File: src/rtl/bdeq_pkg.sv
// ----------------------------------------------------------------------------
// bdeq_pkg
// shared types and codes of the bounded double-ended queue core
// ----------------------------------------------------------------------------
package bdeq_pkg;

	localparam int DEPTH_DEFAULT = 16;
	localparam int WORD_W        = 32;
	localparam int KIND_W        = 3;

	// entries of the command queue between front and back
	localparam int CQ_DEPTH = 2;
	localparam int CQ_AW    = (CQ_DEPTH > 1) ? $clog2(CQ_DEPTH) : 1;
	localparam int CQ_CW    = $clog2(CQ_DEPTH + 1);

	typedef enum logic [KIND_W-1:0] {
		KIND_PUSH_FRONT = 3'd0,
		KIND_PUSH_BACK  = 3'd1,
		KIND_POP_FRONT  = 3'd2,
		KIND_POP_BACK   = 3'd3,
		KIND_SHOW       = 3'd4,
		KIND_CLEAR      = 3'd5
	} kind_t;

	typedef enum logic [1:0] {
		STATUS_OK    = 2'd0,
		STATUS_EMPTY = 2'd1,
		STATUS_FULL  = 2'd2
	} status_t;

	typedef enum logic [1:0] {
		OP_PUSH  = 2'd0,
		OP_POP   = 2'd1,
		OP_SHOW  = 2'd2,
		OP_CLEAR = 2'd3
	} op_t;

	typedef struct packed {
		op_t                      op;
		logic                     at_front;
		logic signed [WORD_W-1:0] value;
	} cmd_t;

endpackage

File: src/rtl/bdeq_front.sv
// ----------------------------------------------------------------------------
// bdeq_front
// accepts input words, decodes the kind and drops unknown kinds
// ----------------------------------------------------------------------------
module bdeq_front (
	input  logic                                   clk,
	input  logic                                   arst_n,
	input  logic                                   s_tvalid,
	output logic                                   s_tready,
	input  logic signed [bdeq_pkg::WORD_W-1:0]     s_tdata,
	input  logic        [bdeq_pkg::KIND_W-1:0]     s_tuser,
	output logic                                   cmd_valid,
	input  logic                                   cmd_ready,
	output bdeq_pkg::cmd_t                         cmd
);

	logic           valid_s1;
	bdeq_pkg::cmd_t cmd_s1;
	bdeq_pkg::cmd_t dec_cmd;
	logic           dec_known;

	always_comb begin
		dec_cmd.op       = bdeq_pkg::OP_CLEAR;
		dec_cmd.at_front = 1'b0;
		dec_cmd.value    = s_tdata;
		dec_known        = 1'b1;
		unique case (s_tuser) inside
			bdeq_pkg::KIND_PUSH_FRONT, bdeq_pkg::KIND_PUSH_BACK: begin
				dec_cmd.op       = bdeq_pkg::OP_PUSH;
				dec_cmd.at_front = (s_tuser == bdeq_pkg::KIND_PUSH_FRONT);
			end
			bdeq_pkg::KIND_POP_FRONT, bdeq_pkg::KIND_POP_BACK: begin
				dec_cmd.op       = bdeq_pkg::OP_POP;
				dec_cmd.at_front = (s_tuser == bdeq_pkg::KIND_POP_FRONT);
			end
			bdeq_pkg::KIND_SHOW: begin
				dec_cmd.op = bdeq_pkg::OP_SHOW;
			end
			bdeq_pkg::KIND_CLEAR: begin
				dec_cmd.op = bdeq_pkg::OP_CLEAR;
			end
			default: begin
				dec_known = 1'b0;
			end
		endcase
	end

	assign s_tready  = !valid_s1 || cmd_ready;
	assign cmd_valid = valid_s1;
	assign cmd       = cmd_s1;

	always_ff @(posedge clk or negedge arst_n) begin
		if (!arst_n) begin
			valid_s1 <= 1'b0;
		end else if (s_tready) begin
			// unknown kinds are taken and dropped here
			valid_s1 <= s_tvalid && dec_known;
		end
	end

	always_ff @(posedge clk) begin
		if (s_tready && s_tvalid) begin
			cmd_s1 <= dec_cmd;
		end
	end

endmodule

File: src/rtl/bdeq_cmd_queue.sv
// ----------------------------------------------------------------------------
// bdeq_cmd_queue
// short command queue that decouples the front from the back
// ----------------------------------------------------------------------------
module bdeq_cmd_queue (
	input  logic           clk,
	input  logic           arst_n,
	input  logic           push_valid,
	output logic           push_ready,
	input  bdeq_pkg::cmd_t push_cmd,
	output logic           pop_valid,
	input  logic           pop_ready,
	output bdeq_pkg::cmd_t pop_cmd
);

	bdeq_pkg::cmd_t                    slots [bdeq_pkg::CQ_DEPTH];
	logic [bdeq_pkg::CQ_AW-1:0]        wr_ptr_q;
	logic [bdeq_pkg::CQ_AW-1:0]        rd_ptr_q;
	logic [bdeq_pkg::CQ_CW-1:0]        fill_q;
	logic                              do_push;
	logic                              do_pop;

	assign push_ready = (fill_q != bdeq_pkg::CQ_CW'(bdeq_pkg::CQ_DEPTH));
	assign pop_valid  = (fill_q != '0);
	assign pop_cmd    = slots[rd_ptr_q];
	assign do_push    = push_valid && push_ready;
	assign do_pop     = pop_valid && pop_ready;

	function automatic logic [bdeq_pkg::CQ_AW-1:0] next_ptr(input logic [bdeq_pkg::CQ_AW-1:0] p);
		if (p == bdeq_pkg::CQ_AW'(bdeq_pkg::CQ_DEPTH - 1)) begin
			return '0;
		end
		return p + bdeq_pkg::CQ_AW'(1);
	endfunction

	always_ff @(posedge clk or negedge arst_n) begin
		if (!arst_n) begin
			wr_ptr_q <= '0;
			rd_ptr_q <= '0;
			fill_q   <= '0;
		end else begin
			if (do_push) begin
				wr_ptr_q <= next_ptr(wr_ptr_q);
			end
			if (do_pop) begin
				rd_ptr_q <= next_ptr(rd_ptr_q);
			end
			case ({do_push, do_pop})
				2'b10:   fill_q <= fill_q + bdeq_pkg::CQ_CW'(1);
				2'b01:   fill_q <= fill_q - bdeq_pkg::CQ_CW'(1);
				default: fill_q <= fill_q;
			endcase
		end
	end

	always_ff @(posedge clk) begin
		if (do_push) begin
			slots[wr_ptr_q] <= push_cmd;
		end
	end

endmodule

File: src/rtl/bdeq_back.sv
// ----------------------------------------------------------------------------
// bdeq_back
// ring storage, front index and count; executes commands, drives results
// ----------------------------------------------------------------------------
module bdeq_back #(
	parameter int DEPTH = bdeq_pkg::DEPTH_DEFAULT
) (
	input  logic                                clk,
	input  logic                                arst_n,
	input  logic                                cmd_valid,
	output logic                                cmd_ready,
	input  bdeq_pkg::cmd_t                      cmd,
	output logic                                m_tvalid,
	input  logic                                m_tready,
	output logic signed [bdeq_pkg::WORD_W-1:0]  m_tdata,
	output logic        [1:0]                   m_tuser,
	output logic                                m_tlast
);

	localparam int IDX_W = (DEPTH > 1) ? $clog2(DEPTH) : 1;
	localparam int CNT_W = $clog2(DEPTH + 1);
	localparam int SUM_W = IDX_W + 1;

	typedef enum logic [1:0] {
		S_IDLE,
		S_POP,
		S_SHOW
	} state_t;

	state_t                            state_q;
	logic [IDX_W-1:0]                  front_q;
	logic [CNT_W-1:0]                  count_q;
	logic [CNT_W-1:0]                  idx_q;
	logic signed [bdeq_pkg::WORD_W-1:0] mem [DEPTH];
	logic signed [bdeq_pkg::WORD_W-1:0] rdata_q;

	logic                              m_tvalid_q;
	logic signed [bdeq_pkg::WORD_W-1:0] m_tdata_q;
	bdeq_pkg::status_t                 m_tuser_q;
	logic                              m_tlast_q;

	logic                              slot_free;
	logic                              take;
	logic                              full;
	logic                              empty;
	logic                              show_last;
	logic [IDX_W-1:0]                  front_dec;
	logic [IDX_W-1:0]                  front_inc;
	logic [IDX_W-1:0]                  pos_back;
	logic [IDX_W-1:0]                  pos_last;
	logic [IDX_W-1:0]                  pos_show_next;
	logic                              wr_en;
	logic [IDX_W-1:0]                  wr_addr;
	logic                              rd_en;
	logic [IDX_W-1:0]                  rd_addr;

	function automatic logic [IDX_W-1:0] wrap(input logic [SUM_W-1:0] s);
		logic [SUM_W-1:0] r;
		r = (s >= SUM_W'(DEPTH)) ? s - SUM_W'(DEPTH) : s;
		return r[IDX_W-1:0];
	endfunction

	assign slot_free = !m_tvalid_q || m_tready;
	assign cmd_ready = (state_q == S_IDLE) && slot_free;
	assign take      = cmd_valid && cmd_ready;
	assign full      = (count_q == CNT_W'(DEPTH));
	assign empty     = (count_q == '0);
	assign show_last = (CNT_W'(idx_q + CNT_W'(1)) == count_q);

	assign front_dec     = (front_q == '0) ? IDX_W'(DEPTH - 1) : front_q - IDX_W'(1);
	assign front_inc     = wrap(SUM_W'(front_q) + SUM_W'(1));
	assign pos_back      = wrap(SUM_W'(front_q) + SUM_W'(count_q));
	assign pos_last      = wrap(SUM_W'(front_q) + SUM_W'(count_q) - SUM_W'(1));
	assign pos_show_next = wrap(SUM_W'(front_q) + SUM_W'(idx_q) + SUM_W'(1));

	always_comb begin
		wr_en   = 1'b0;
		wr_addr = pos_back;
		rd_en   = 1'b0;
		rd_addr = front_q;
		if (take) begin
			unique case (cmd.op)
				bdeq_pkg::OP_PUSH: begin
					wr_en   = !full;
					wr_addr = cmd.at_front ? front_dec : pos_back;
				end
				bdeq_pkg::OP_POP: begin
					rd_en   = !empty;
					rd_addr = cmd.at_front ? front_q : pos_last;
				end
				bdeq_pkg::OP_SHOW: begin
					rd_en   = !empty;
					rd_addr = front_q;
				end
				default: begin
				end
			endcase
		end else if (state_q == S_SHOW && slot_free && !show_last) begin
			// fetch the next word while the current one goes out
			rd_en   = 1'b1;
			rd_addr = pos_show_next;
		end
	end

	always_ff @(posedge clk) begin
		if (wr_en) begin
			mem[wr_addr] <= cmd.value;
		end
		if (rd_en) begin
			rdata_q <= mem[rd_addr];
		end
	end

	always_ff @(posedge clk or negedge arst_n) begin
		if (!arst_n) begin
			state_q    <= S_IDLE;
			front_q    <= '0;
			count_q    <= '0;
			idx_q      <= '0;
			m_tvalid_q <= 1'b0;
			m_tdata_q  <= '0;
			m_tuser_q  <= bdeq_pkg::STATUS_OK;
			m_tlast_q  <= 1'b0;
		end else begin
			if (m_tvalid_q && m_tready) begin
				m_tvalid_q <= 1'b0;
			end
			unique case (state_q)
				S_IDLE: begin
					if (take) begin
						m_tdata_q <= '0;
						m_tlast_q <= 1'b1;
						m_tuser_q <= bdeq_pkg::STATUS_OK;
						unique case (cmd.op)
							bdeq_pkg::OP_PUSH: begin
								m_tvalid_q <= 1'b1;
								if (full) begin
									m_tuser_q <= bdeq_pkg::STATUS_FULL;
								end else begin
									count_q <= count_q + CNT_W'(1);
									if (cmd.at_front) begin
										front_q <= front_dec;
									end
								end
							end
							bdeq_pkg::OP_POP: begin
								if (empty) begin
									m_tvalid_q <= 1'b1;
									m_tuser_q  <= bdeq_pkg::STATUS_EMPTY;
								end else begin
									count_q <= count_q - CNT_W'(1);
									if (cmd.at_front) begin
										front_q <= front_inc;
									end
									state_q <= S_POP;
								end
							end
							bdeq_pkg::OP_SHOW: begin
								if (empty) begin
									m_tvalid_q <= 1'b1;
									m_tuser_q  <= bdeq_pkg::STATUS_EMPTY;
								end else begin
									idx_q   <= '0;
									state_q <= S_SHOW;
								end
							end
							default: begin
								m_tvalid_q <= 1'b1;
								count_q    <= '0;
								front_q    <= '0;
							end
						endcase
					end
				end
				S_POP: begin
					if (slot_free) begin
						m_tvalid_q <= 1'b1;
						m_tdata_q  <= rdata_q;
						m_tuser_q  <= bdeq_pkg::STATUS_OK;
						m_tlast_q  <= 1'b1;
						state_q    <= S_IDLE;
					end
				end
				S_SHOW: begin
					if (slot_free) begin
						m_tvalid_q <= 1'b1;
						m_tdata_q  <= rdata_q;
						m_tuser_q  <= bdeq_pkg::STATUS_OK;
						m_tlast_q  <= show_last;
						if (show_last) begin
							state_q <= S_IDLE;
						end else begin
							idx_q <= idx_q + CNT_W'(1);
						end
					end
				end
				default: begin
					state_q <= S_IDLE;
				end
			endcase
		end
	end

	assign m_tvalid = m_tvalid_q;
	assign m_tdata  = m_tdata_q;
	assign m_tuser  = m_tuser_q;
	assign m_tlast  = m_tlast_q;

`ifndef ASSERT_OFF
	a_count_bound: assert property (@(posedge clk) disable iff (!arst_n)
		count_q <= CNT_W'(DEPTH))
		else $error("stored count above depth");

	a_show_nonempty: assert property (@(posedge clk) disable iff (!arst_n)
		(state_q == S_SHOW) |-> (idx_q < count_q))
		else $error("show index past stored count");

	a_clear_empties: assert property (@(posedge clk) disable iff (!arst_n)
		(take && cmd.op == bdeq_pkg::OP_CLEAR) |=> (count_q == '0 && front_q == '0))
		else $error("clear left words behind");

	a_pop_slot: assert property (@(posedge clk) disable iff (!arst_n)
		(take && cmd.op == bdeq_pkg::OP_POP && !empty) |=> (state_q == S_POP && !m_tvalid_q))
		else $error("pop result slot not free");
`endif

endmodule

File: src/rtl/bounded_double_ended_queue_core.sv
// ----------------------------------------------------------------------------
// bounded_double_ended_queue_core
// bounded deque of signed 32-bit words with push, pop, show and clear
// ----------------------------------------------------------------------------
// usage:
// commands enter on the s_ channel: s_tuser carries the kind, s_tdata the
// word to push. results leave on the m_ channel: m_tuser is the status,
// m_tdata the popped or shown word, m_tlast marks the final result of a
// command. unknown kinds are taken and produce nothing.
// a push, clear or refused command passes the front register, the command
// queue slot and the output register; a pop that finds a word also passes
// the registered ring read, and a show streams its words through that read.
// push and clear run one per cycle while m_tready holds; a pop with a word
// waits in the pop state and a show in its show state until the last word
// is out, all set by the back-end sequencer and its single ring read port.
// a two-entry command queue lets the input keep taking words while the back
// end waits on a stalled m_tready; results are held in the output register.
// reset empties the deque at once (front index and count to zero); the ring
// itself is not cleared.
// ----------------------------------------------------------------------------
module bounded_double_ended_queue_core #(
	parameter int DEPTH = bdeq_pkg::DEPTH_DEFAULT
) (
	input  logic                                clk,
	input  logic                                arst_n,
	input  logic                                s_tvalid,
	output logic                                s_tready,
	input  logic signed [bdeq_pkg::WORD_W-1:0]  s_tdata,  // value
	input  logic        [bdeq_pkg::KIND_W-1:0]  s_tuser,  // kind
	output logic                                m_tvalid,
	input  logic                                m_tready,
	output logic signed [bdeq_pkg::WORD_W-1:0]  m_tdata,  // value_res
	output logic        [1:0]                   m_tuser,  // status
	output logic                                m_tlast
);

	logic           fe_valid;
	logic           fe_ready;
	bdeq_pkg::cmd_t fe_cmd;
	logic           be_valid;
	logic           be_ready;
	bdeq_pkg::cmd_t be_cmd;

	bdeq_front u_front (
		.clk       (clk),
		.arst_n    (arst_n),
		.s_tvalid  (s_tvalid),
		.s_tready  (s_tready),
		.s_tdata   (s_tdata),
		.s_tuser   (s_tuser),
		.cmd_valid (fe_valid),
		.cmd_ready (fe_ready),
		.cmd       (fe_cmd)
	);

	bdeq_cmd_queue u_queue (
		.clk        (clk),
		.arst_n     (arst_n),
		.push_valid (fe_valid),
		.push_ready (fe_ready),
		.push_cmd   (fe_cmd),
		.pop_valid  (be_valid),
		.pop_ready  (be_ready),
		.pop_cmd    (be_cmd)
	);

	bdeq_back #(
		.DEPTH (DEPTH)
	) u_back (
		.clk       (clk),
		.arst_n    (arst_n),
		.cmd_valid (be_valid),
		.cmd_ready (be_ready),
		.cmd       (be_cmd),
		.m_tvalid  (m_tvalid),
		.m_tready  (m_tready),
		.m_tdata   (m_tdata),
		.m_tuser   (m_tuser),
		.m_tlast   (m_tlast)
	);

endmodule
File: config.mk
export PLATFORM = sky130hd
export DESIGN_NAME = bounded_double_ended_queue_core
export DESIGN_NICKNAME = d
export VERILOG_FILES = /design/src/rtl/bdeq_pkg.sv /design/src/rtl/bdeq_front.sv /design/src/rtl/bdeq_cmd_queue.sv /design/src/rtl/bdeq_back.sv /design/src/rtl/bounded_double_ended_queue_core.sv
export SDC_FILE = /design/constraint.sdc
export NUM_CORES = 1
export LEC_CHECK = 0
export ABC_AREA = 1
export BUFFER_PORTS_ARGS = -buffer_cell sky130_fd_sc_hd__buf_2
export CAP_MARGIN = 10
export CORE_MARGIN = 1
export CORE_UTILIZATION = 55
export DETAILED_ROUTE_END_ITERATION = 7
export GPL_ROUTABILITY_DRIVEN = 0
export PLACE_DENSITY = 0.72
export SLEW_MARGIN = 10
export SYNTH_ARGS = -nofsm -noshare
export SYNTH_HDL_FRONTEND = slang
export SYNTH_SLANG_ARGS = --single-unit
File: constraint.sdc
create_clock -name clk -period 10.8 [get_ports clk]
set_clock_uncertainty 0.05 [all_clocks]
set_input_delay 2.16 -clock clk [delete_from_list [all_inputs] [get_ports clk]]
set_output_delay 2.16 -clock clk [all_outputs]
set_load 0.005 [all_outputs]
==> results_dict.tcl, run 1 <==
set metrics [dict create \
    status "completed" \
    power_leakage_nw 14.6 \
    fin_total_pwr_mw 10.9 \
    clock_sinks 706 \
    timing.final.ws_setup_ns 5.06 \
    cts_max_level 3 \
    core_mm2 0.0551 \
    clockBufferDepth 3 \
    crit_type "in2reg" \
    r2r-end "u_back.rdata_q[25]$_DFFE_PP_" \
    cp_num_cells 13 \
    grt_max_degree 132 \
    min_path_type "reg2reg" \
    worst-slew-pin-transition_ns 1.14 \
    clockRootBuffer "clkbuf_16" \
    cp_top_family "simple AND/OR/NAND/NOR gates" \
    r2r_start "u_queue.rd_ptr_q$_DFFE_PN0P_" \
    placed_area_mm2 0.0317 \
    crit_path_top_delay_cell "buf_4" \
    grt-ovfl-total 0 \
    postLayoutCellArea_mm2 0.0341 \
    synthTopCellsByArea "edfxtp_1 (64%), nand3_1 (11%), nand2_1 (7.2%)" \
    yosysWarningCount 0 \
    wl_per_cell_um 20.3 \
    instances_no_fill 3718 \
    utilization_pct 61.8 \
    antenna_found_initial 0 \
    drcViolationCount 0 \
    path_cells "buf_2, nor2_1, nor3_4, inv_1, nand3_4, buf_4, nand2_8, buf_4, nand2_1, nand3_1, nand3_1, nand3_1, nand2_1" \
    die_y_um 238 \
    worstSetupEndpointType "flip-flop" \
    yosys.area.top_type_share_pct 63.6 \
    path_clk_slew_ns 0.06 \
    syn-num-nets 2928 \
    layout-drive-gt1-share_pct 8.82 \
    cap_violations 0 \
    pin_count 76 \
    grt_first_pass_wirelength_um 116000 \
    numCtsBuffers 74 \
    fin_tns_setup_ns 0 \
    startpoint "m_tready" \
    dp_hpwl_um 39500 \
    max_stage_delay_ns 0.91 \
    cts_tree "yes" \
    synthCells 2863 \
    synth_area_per_cell_um2 10.7 \
    layout.nets 2977 \
    cts_resized 0 \
    power.internal_mw 6.38 \
    required_ns 11.11 \
    rsz0062_at_grt "false" \
    start_util_pct 55.6 \
    power.density_mw_per_mm2 320 \
    via_per_inst 5.55 \
    startpoint_type "input pin" \
    clkLatencyLatePin_ns 0.61 \
    area_delta_synth_final_pct 11.2 \
    ant_nets 0 \
    post_cts_buffers 0 \
    ys_seq_elements 706 \
    drt_pass1_iterations 6 \
    wl_um 75500 \
    netlist_area_mm2 0.0306 \
    crit_buf_inv 4 \
    ctsHoldBuffers 0 \
    p_switching_mw 4.52 \
    slew_violations 0 \
    swShare_pct 41.5 \
    synth_top_area_cell "edfxtp_1" \
    num_vias 20600 \
    hold_viol 0 \
    hold_slack_ns 0.390 \
    fp.dieW_um 238 \
    std_cell_rows 86 \
    path_max_fanout 131 \
    grt_pass1_vias 20400 \
    finalSetupViolCount 0 \
    reg2regPathDepth 17 \
    period_share_pct 53.2 \
    pre_cts_ws_ns 4.62 \
    grt.total_usage_pct 27.2 \
    ys_seq_area_share_pct 68.3 \
    max_slew_margin_pct 23.9 \
    antenna_cells 0 \
    arrival_ns 6.05 \
    power_frac_seq_pct 35.8 \
    period_minus_slack_ns 5.74 \
    io_buffers 75 \
    cpMostUsedCell "nand3_1" \
    regToRegSetupSlack_ns 5.34 \
    clockPowerShare_pct 22.9 \
    drt_iter0_drc 2406 \
    ir_worst_vdd_uv 324 \
    endpoint "u_back.rdata_q[25]$_DFFE_PP_" \
    fmax_mhz 174 \
    yosysUniqueCellTypes 38 \
    pwr-share-comb_pct 41.2 \
    dpl.cell_count 3584 \
    die-area_mm2 0.0567 \
]
-- sequential cells by signal, indices dropped and copies added (netlist names) --
| signal | cells |
|---|---|
| u_back.count_q | 5 |
| u_back.front_q | 4 |
| u_back.idx_q | 5 |
| u_back.m_tdata | 32 |
| u_back.m_tlast | 1 |
| u_back.m_tuser | 2 |
| u_back.m_tvalid | 1 |
| u_back.mem | 512 |
| u_back.rdata_q | 32 |
| u_back.state_q | 2 |
| u_front.cmd | 35 |
| u_front.cmd_valid | 1 |
| u_queue.fill_q | 2 |
| u_queue.rd_ptr_q | 1 |
| u_queue.slots | 70 |
| u_queue.wr_ptr_q | 1 |
-- worst min path at each step --
stage | startpoint | endpoint | cells after the start | slack (ns)
finish | u_front.cmd[1]$_DFFE_PP_ | u_queue.slots[0][1]$_DFFE_PP_ | 0 | 0.39
global route | u_front.cmd[31]$_DFFE_PP_ | u_queue.slots[1][31]$_DFFE_PP_ | 0 | 0.40
CTS | u_front.cmd[31]$_DFFE_PP_ | u_queue.slots[1][31]$_DFFE_PP_ | 0 | 0.39
detailed placement | u_front.cmd[31]$_DFFE_PP_ | u_queue.slots[0][31]$_DFFE_PP_ | 0 | 0.38
global placement | u_front.cmd[14]$_DFFE_PP_ | u_queue.slots[1][14]$_DFFE_PP_ | 0 | 0.38
floorplan | u_front.cmd[0]$_DFFE_PP_ | u_queue.slots[0][0]$_DFFE_PP_ | 0 | 0.37
-- kinds of logic (layout without fill, tap and decap cells) --
kind of cell / count (synthesis) / count (layout) / synth area share, %
buf+inv: 707 / 814 / 9.41
xor+xnor: 13 / 13 / 0.372
fa+ha+maj: 26 / 26 / 1.14
simple gates: 1316 / 1316 / 19.1
compound gates: 95 / 95 / 1.69
flops: 706 / 706 / 68.3
-- per-layer routing --
| layer | up-vias | share of wire (%) | GRT usage, % |
|---|---|---|---|
| met3 | 204 | 10 | 5.18 |
| li1 | 9541 | - | - |
| met4 | 0 | 3.7 | 11.9 |
| met2 | 1011 | 47 | 44.1 |
| met5 | - | 0 | 0 |
| met1 | 9880 | 39 | 35.9 |
-- synthesized netlist by cell type --
library cell	number
nand3_1	665
or2_2	6
a31oi_1	1
nand3_2	3
nor3_4	1
nor3_1	3
xnor2_1	4
nand2_2	3
buf_6	13
nor2_2	2
fa_1	3
nor2_1	40
a21oi_1	17
buf_2	78
clkbuf_1	34
inv_1	563
o21ai_2	1
nand3b_1	1
clkinv_1	1
o31ai_1	3
o311ai_1	1
nand2_1	585
inv_2	2
buf_4	9
buf_1	7
a22oi_1	1
nand2_4	1
a211oi_1	1
a21boi_0	1
o211ai_1	6
xor2_1	9
o22ai_1	3
dfrtp_1	57
nand4_1	5
nor3_2	1
edfxtp_1	649
ha_1	23
o21ai_0	60
-- area by class of cell --
cell class | instances | area, µm²
multi-input combinational | 1450 | 7050
clock inverter | 40 | 362
sequential | 706 | 20900
inverter | 566 | 2130
timing repair buffer | 114 | 668
tap | 748 | 936
fill | 4200 | 21000
clock buffer | 94 | 2010
-- power groups by stage --
stage          clock network (mW)  registers [mW]  logic (mW)
3_5_place_dp                    0            3.95        4.41
6_report                     2.50            3.91        4.49
3_3_place_gp                    0            3.94        4.26
5_1_grt                      2.63            3.93        4.95
2_1_floorplan                   0            3.87        3.20
4_1_cts                      2.53            3.90        4.45
-- cell usage in the layout (no fill, tap or decap), drive strengths merged --
cell | Yosys | final
xnor2 | 4 | 4
nor3 | 5 | 5
clkbuf | 34 | 94
clkinvlp | 0 | 2
nand3 | 668 | 668
o211ai | 6 | 6
inv | 565 | 567
a211oi | 1 | 1
clkinv | 1 | 31
o311ai | 1 | 1
nand3b | 1 | 1
xor2 | 9 | 9
o31ai | 3 | 3
or2 | 6 | 6
fa | 3 | 3
o21ai | 61 | 61
a22oi | 1 | 1
edfxtp | 649 | 649
a21boi | 1 | 1
dfrtp | 57 | 57
a31oi | 1 | 1
nor2 | 42 | 42
nand2 | 589 | 589
buf | 107 | 114
o22ai | 3 | 3
ha | 23 | 23
bufinv | 0 | 6
nand4 | 5 | 5
a21oi | 17 | 17
-- worst register-to-register path: stages, from the launching register on --
cell,delay [ns]
dfrtp_1,0.33
buf_4,0.16
inv_2,0.08
or2_2,0.27
o21ai_0,0.20
ha_1,0.47
inv_1,0.23
nor2_2,0.28
nand2_1,0.08
o211ai_1,0.13
buf_4,0.71
nand2_8,0.68
buf_4,0.84
nand2_1,0.29
nand3_1,0.11
nand3_1,0.18
nand3_1,0.12
nand2_1,0.11
Note: power is estimated with default switching activity, not from simulation.
==> run 2, diff against run 1 <==
--- a/config.mk
+++ b/config.mk
@@ -5,14 +5,14 @@
 export SDC_FILE = /design/constraint.sdc
 export NUM_CORES = 1
 export LEC_CHECK = 0
-export ABC_AREA = 1
+export ABC_AREA = 0
 export BUFFER_PORTS_ARGS = -buffer_cell sky130_fd_sc_hd__buf_2
 export CAP_MARGIN = 10
 export CORE_MARGIN = 1
 export CORE_UTILIZATION = 55
 export DETAILED_ROUTE_END_ITERATION = 7
 export GPL_ROUTABILITY_DRIVEN = 0
-export PLACE_DENSITY = 0.72
+export PLACE_DENSITY = 0.74
 export SLEW_MARGIN = 10
 export SYNTH_ARGS = -nofsm -noshare
 export SYNTH_HDL_FRONTEND = slang
==> constraint.sdc (replaced) <==
create_clock -name clk -period 4.82 [get_ports clk]
set_clock_uncertainty 0.05 [all_clocks]
set_input_delay 0.964 -clock clk [delete_from_list [all_inputs] [get_ports clk]]
set_output_delay 0.964 -clock clk [all_outputs]
set_load 0.005 [all_outputs]
==> run 2 against run 1 <==
Effect of this change: wire length is 11% lower; via count is 18% lower; largest power group unchanged; power is 110% higher; sequential share of layout area is 3.6 points higher; sequential power is 120% higher; sequential cell count stayed put; critical path type is now reg2reg; register-to-register slack worse by 5.0 ns; highest routed layer unchanged.
==> results_dict.tcl, run 2 <==
set metrics [dict create \
    placed_area_mm2 0.0298 \
    grt_max_degree 97 \
    std_cell_rows 82 \
    p_switching_mw 8.49 \
    synthCells 1799 \
    synthTopCellsByArea "edfxtp_1 (69%), dfrtp_1 (5.0%), mux2i_1 (2.5%)" \
    startpoint "u_back.front_q[1]$_DFFE_PN0P_" \
    arrival_ns 4.88 \
    power.internal_mw 14.2 \
    hold_slack_ns 0.136 \
    status "completed" \
    worstSetupEndpointType "flip-flop" \
    grt-ovfl-total 0 \
    syn-num-nets 1864 \
    yosysUniqueCellTypes 58 \
    ys_seq_elements 706 \
    power_frac_seq_pct 37.9 \
    antenna_found_initial 0 \
    grt_first_pass_wirelength_um 102000 \
    dp_hpwl_um 37200 \
    synth_ff_type "edfxtp_1" \
    period_share_pct 92.8 \
    fin_total_pwr_mw 22.7 \
    yosys.area.top_type_share_pct 68.9 \
    grt.total_usage_pct 26.0 \
    ir_worst_vdd_uv 442 \
    ctsHoldBuffers 0 \
    grt_busiest_layer "met2" \
    use_met1_pct 35.3 \
    met3_usage_pct 4.28 \
    min_path_type "in2async" \
    die-area_mm2 0.0523 \
    clockBufferDepth 3 \
    synth_area_per_cell_um2 15.7 \
    wl_per_cell_um 25.6 \
    drt_iter0_drc 1712 \
    synth_top_area_cell "edfxtp_1" \
    crit_type "reg2reg" \
    period_minus_slack_ns 4.47 \
    seqCellArea_mm2 0.0209 \
    via_per_inst 6.47 \
    pwr-share-comb_pct 38.1 \
    cts_max_level 3 \
    drcViolationCount 0 \
    layout-drive-gt1-share_pct 17.4 \
    power.density_mw_per_mm2 705 \
    multiInputGateArea_mm2 0.00696 \
    fillers 3473 \
    ys_seq_area_share_pct 74.0 \
    io_buffers 75 \
    cap_violations 0 \
    path_clk_slew_ns 0.06 \
    largest_reg_flops 512 \
    grt_pass1_vias 17100 \
    slew_violations 0 \
    hold_viol 0 \
    clockRootBuffer "clkbuf_16" \
    swShare_pct 37.4 \
    reg2regPathDepth 12 \
    postLayoutCellArea_mm2 0.0322 \
    drt_pass1_iterations 5 \
    wl_um 67000 \
    die_y_um 229 \
    clockPowerShare_pct 23.9 \
    synthTopCellsByCount "edfxtp_1 (649), nand3_1 (138), o21ai_0 (109)" \
    yosysWarningCount 0 \
    fin_tns_setup_ns 0 \
    r2r_start "u_back.front_q[1]$_DFFE_PN0P_" \
    pin_count 76 \
    async_flop_share_pct 8.07 \
    clock_sinks 706 \
    fmax_mhz 224 \
    netlist_area_mm2 0.0283 \
    area_delta_synth_final_pct 13.9 \
    start_util_pct 56.0 \
    fp.dieW_um 229 \
    ant_nets 0 \
    worst-slew-pin-transition_ns 1.08 \
    clkLatencyLatePin_ns 0.61 \
    path_max_fanout 11 \
    mostFrequentLayoutCell "edfxtp_1" \
    synth.most_common_cell "edfxtp_1" \
    layout_common_cells "edfxtp_1 (649), nand3_1 (138), o21ai_0 (109)" \
    max_slew_margin_pct 27.8 \
    antenna_cells 0 \
    utilization_pct 63.8 \
    startpoint_type "flip-flop" \
    num_vias 16900 \
    use_met2_pct 42.4 \
    numCtsBuffers 70 \
    rsz0062_at_grt "false" \
    finalSetupViolCount 0 \
    synth_edf_count 649 \
    layout.nets 1951 \
    required_ns 5.23 \
    cts_tree "yes" \
    top_register "u_back.mem" \
    power_leakage_nw 11.0 \
    core_mm2 0.0505 \
]
==> run 2: power by group through the flow <==
| stage | registers (mW) | clock network, mW | logic [mW] |
|---|---|---|---|
| 4_1_cts | 8.62 | 5.49 | 8.50 |
| 6_report | 8.62 | 5.43 | 8.66 |
| 2_1_floorplan | 8.57 | 0 | 5.51 |
| 3_5_place_dp | 8.73 | 0 | 8.45 |
| 5_1_grt | 8.68 | 5.73 | 9.31 |
| 3_3_place_gp | 8.72 | 0 | 8.14 |
==> run 2: layout make-up <==
class	instances	area share, %
Timing Repair Buffer	146	3.45
Multi-Input combinational cell	945	21.6
Clock buffer	90	6.02
Sequential cell	706	65.0
Clock inverter	38	1.15
Tap cell	672	2.61
Inverter	17	0.198
==> run 2: logic make-up (layout without fill, tap and decap cells) <==
group	count (synthesis)	after routing	synth area share, %
compound gates	454	454	11.5
xor+xnor	25	25	0.956
fa+ha+maj	26	26	1.23
buf+inv	148	291	2.14
flops	706	706	74.0
mux	137	137	5.16
simple gates	303	303	5.03
==> run 2: timing repair <==
action                                 4_1_cts  5_1_grt
resized for setup                            0        3
setup endpoints to repair                    0        5
endpoints found under the hold margin        0        0
setup buffers                                0       10
==> run 2: metal layers <==
metal  up-vias  wire (µm)
met3       145       5890
met4         0       1960
met2       883      32800
li1       7350          -
met1      8534      26300
met5         -          0
==> run 2: worst max-delay path: stages (launching register included) <==
cell,delay (ns)
dfrtp_1,0.63
inv_1,0.20
fa_1,0.44
xnor2_1,0.20
nor3b_1,0.26
xnor3_1,0.26
a32oi_2,0.44
xnor2_4,0.14
buf_12,0.17
nor3_2,0.87
buf_4,0.38
a2111oi_0,0.16
nand3_1,0.11
==> run 2: path summary, 6_finish.rpt <==
| check | end | slack (ns) |
|---|---|---|
| setup / recovery | u_back.rdata_q[14]$_DFFE_PP_ | 0.35 |
| hold reg to reg | u_queue.slots[1][27]$_DFFE_PP_ | 0.40 |
| max in group asynchronous | u_queue.rd_ptr_q$_DFFE_PN0P_ | 3.85 |
| setup reg to reg | u_back.rdata_q[14]$_DFFE_PP_ | 0.35 |
| min in group clk | u_queue.slots[1][27]$_DFFE_PP_ | 0.40 |
| hold / removal | u_back.m_tdata[29]$_DFFE_PN0P_ | 0.14 |
==> run 2: metrics by stage <==
step	worst slack, ns	instances
after floorplan	0.557	1799
after global placement	0.514	2476
after detailed placement	0.295	2476
after CTS	0.236	2604
after global routing	0.0320	2614
final	0.347	2614
==> run 3, diff against run 2 <==
--- a/config.mk
+++ b/config.mk
@@ -8,11 +8,13 @@
 export ABC_AREA = 0
 export BUFFER_PORTS_ARGS = -buffer_cell sky130_fd_sc_hd__buf_2
 export CAP_MARGIN = 10
-export CORE_MARGIN = 1
-export CORE_UTILIZATION = 55
+export CELL_PAD_IN_SITES_DETAIL_PLACEMENT = 0
+export CELL_PAD_IN_SITES_GLOBAL_PLACEMENT = 1
+export CORE_MARGIN = 1.5
+export CORE_UTILIZATION = 48
 export DETAILED_ROUTE_END_ITERATION = 7
 export GPL_ROUTABILITY_DRIVEN = 0
-export PLACE_DENSITY = 0.74
+export PLACE_DENSITY_LB_ADDON = 0.1
 export SLEW_MARGIN = 10
 export SYNTH_ARGS = -nofsm -noshare
 export SYNTH_HDL_FRONTEND = slang
==> run 3 against run 2 <==
Effect of this change: setup slack gained 0.16 ns; sequential cell count is the same; hold slack gained 0.26 ns; core utilization shrank 8.0 points; first-iteration DRC count shrank 0.18%; critical endpoint is now u_back.rdata_q[7]$_DFFE_PP_; fmax grew 3.7%.
==> results_dict.tcl, run 3 (same netlist as run 2, synthesis figures left out) <==
set metrics [dict create \
    status "completed" \
    wl_um 72700 \
    crit_buf_inv 2 \
    path_cells "mux2i_1, ha_1, inv_1, nor4_4, a211oi_4, nor2_4, buf_4, mux2_1, a2111oi_0, nand3_1" \
    crit_path_top_delay_cell "a2111oi_0" \
    fp.dieW_um 246 \
    drt_pass1_iterations 5 \
    grt_max_degree 97 \
    startpoint "u_queue.rd_ptr_q$_DFFE_PN0P_" \
    hold_viol 0 \
    dp_hpwl_um 38900 \
    cp_top_family "simple AND/OR/NAND/NOR gates" \
    clkLatencyLatePin_ns 0.61 \
    grt.total_usage_pct 24.5 \
    cp_num_cells 10 \
    die_y_um 246 \
    slew_violations 0 \
    power.density_mw_per_mm2 711 \
    cap_violations 0 \
    max_slew_margin_pct 27.6 \
    rsz0062_at_grt "false" \
    largest_reg_flops 512 \
    max_stage_delay_ns 0.65 \
    fin_total_pwr_mw 23.0 \
    period_share_pct 89.5 \
    reg2regPathDepth 10 \
    grt_busiest_layer "met2" \
    path_clk_slew_ns 0.06 \
    regToRegSetupSlack_ns 0.51 \
    crit_type "reg2reg" \
    use_met1_pct 34.4 \
    power_leakage_nw 10.9 \
    top_register "u_back.mem" \
    std_cell_rows 88 \
    drt_iter0_drc 1709 \
    worstSetupEndpointType "flip-flop" \
    io_buffers 75 \
    ir_worst_vdd_uv 573 \
    worst-slew-pin-transition_ns 1.09 \
    wl_per_cell_um 26.9 \
    cts_tree "yes" \
    fin_tns_setup_ns 0 \
    via_per_inst 6.14 \
    endpoint "u_back.rdata_q[7]$_DFFE_PP_" \
    cts_max_level 3 \
    arrival_ns 4.56 \
    grt_pass1_vias 16700 \
    met3_usage_pct 3.27 \
    utilization_pct 55.8 \
    r2r-end "u_back.rdata_q[7]$_DFFE_PP_" \
    grt-ovfl-total 0 \
    core_mm2 0.0579 \
    pin_count 76 \
    area_delta_synth_final_pct 14.3 \
    mostFrequentLayoutCell "edfxtp_1" \
    ant_nets 0 \
    clock_sinks 706 \
    grt_first_pass_wirelength_um 109000 \
    layout_common_cells "edfxtp_1 (649), nand3_1 (138), o21ai_0 (109)" \
    die-area_mm2 0.0604 \
    clockRootBuffer "clkbuf_16" \
    hold_slack_ns 0.393 \
    numCtsBuffers 75 \
    clockBufferDepth 3 \
    finalSetupViolCount 0 \
    min_path_type "reg2reg" \
    num_vias 16600 \
    layout.nets 1950 \
    drcViolationCount 0 \
    required_ns 5.07 \
    antenna_found_initial 0 \
    layout-drive-gt1-share_pct 17.0 \
    r2r_start "u_queue.rd_ptr_q$_DFFE_PN0P_" \
    path_max_fanout 35 \
    antenna_cells 0 \
    startpoint_type "flip-flop" \
    start_util_pct 48.8 \
    fmax_mhz 232 \
    use_met2_pct 39.7 \
    period_minus_slack_ns 4.31 \
]
run 3: changes by cell type in the layout (fill, tap and decap cells not counted), moves of 2 or more:
cell,delta
clkinvlp_4,+3
clkinv_1,-2
clkbuf_8,-10
inv_6,-4
and2_2,+2
and2_1,-2
clkbuf_16,+7
clkbuf_1,+13
buf_4,-3
run 3: timing repair:
| item | 4_1_cts | 5_1_grt |
|---|---|---|
| resized for setup | 0 | 2 |
| setup buffers | 0 | 0 |
| endpoints found under the setup margin | 0 | 3 |
| hold buffers | 0 | 0 |
| hold endpoints to repair | 0 | 0 |
run 3: final cells by class:
type                            count  area [µm²]
Fill cell                        4613       25600
Sequential cell                   706       20900
Multi-Input combinational cell    945        6980
Clock buffer                      100        2020
Timing Repair Buffer              140        1050
Tap cell                          765         957
Clock inverter                     33         324
Inverter                           17        63.8
run 3: per-layer routing:
layer	vias to the layer above	part of all wire (%)	wire (µm)
met1	8567	44	32100
met5	-	0	0
met2	564	47	34500
li1	7359	-	-
met3	130	5.8	4250
met4	0	2.6	1890
run 3: how the worst min path moves through the flow:
stage                              start                              to  slack (ns)  depth (start not counted)
3_5_place_dp   u_front.cmd[17]$_DFFE_PP_  u_queue.slots[1][17]$_DFFE_PP_        0.38                          0
6_report       u_front.cmd[27]$_DFFE_PP_  u_queue.slots[1][27]$_DFFE_PP_        0.39                          0
4_1_cts        u_front.cmd[27]$_DFFE_PP_  u_queue.slots[1][27]$_DFFE_PP_        0.39                          0
5_1_grt        u_front.cmd[16]$_DFFE_PP_  u_queue.slots[0][16]$_DFFE_PP_        0.41                          0
2_1_floorplan   u_front.cmd[0]$_DFFE_PP_   u_queue.slots[0][0]$_DFFE_PP_        0.37                          0
3_3_place_gp   u_front.cmd[27]$_DFFE_PP_  u_queue.slots[0][27]$_DFFE_PP_        0.37                          0
run 3: per-stage QoR:
stage               instance area [µm²]  worst slack (ns)  cells
detailed placement                30000             0.279   2573
global route                      32300             0.162   2706
finish                            32300             0.508   2706
floorplan                         28300             0.557   1799
global placement                  30000             0.289   2573
CTS                               32300             0.215   2706
run 3: power breakdown:
part / switching [mW] / leakage (nW) / internal (mW)
Sequential: 0.363 / 6.61 / 8.23
Clock: 2.32 / 1.13 / 3.27
Combinational: 6.08 / 3.16 / 2.72
Total: 8.76 / 10.9 / 14.2
run 3: worst reg2reg max path: stages, from the launching register on:
cell and delay, ns:
dfrtp_2 0.40, mux2i_1 0.32, ha_1 0.48, inv_1 0.22, nor4_4 0.47, a211oi_4 0.11, nor2_4 0.23, buf_4 0.51
mux2_1 0.40, a2111oi_0 0.65, nand3_1 0.17
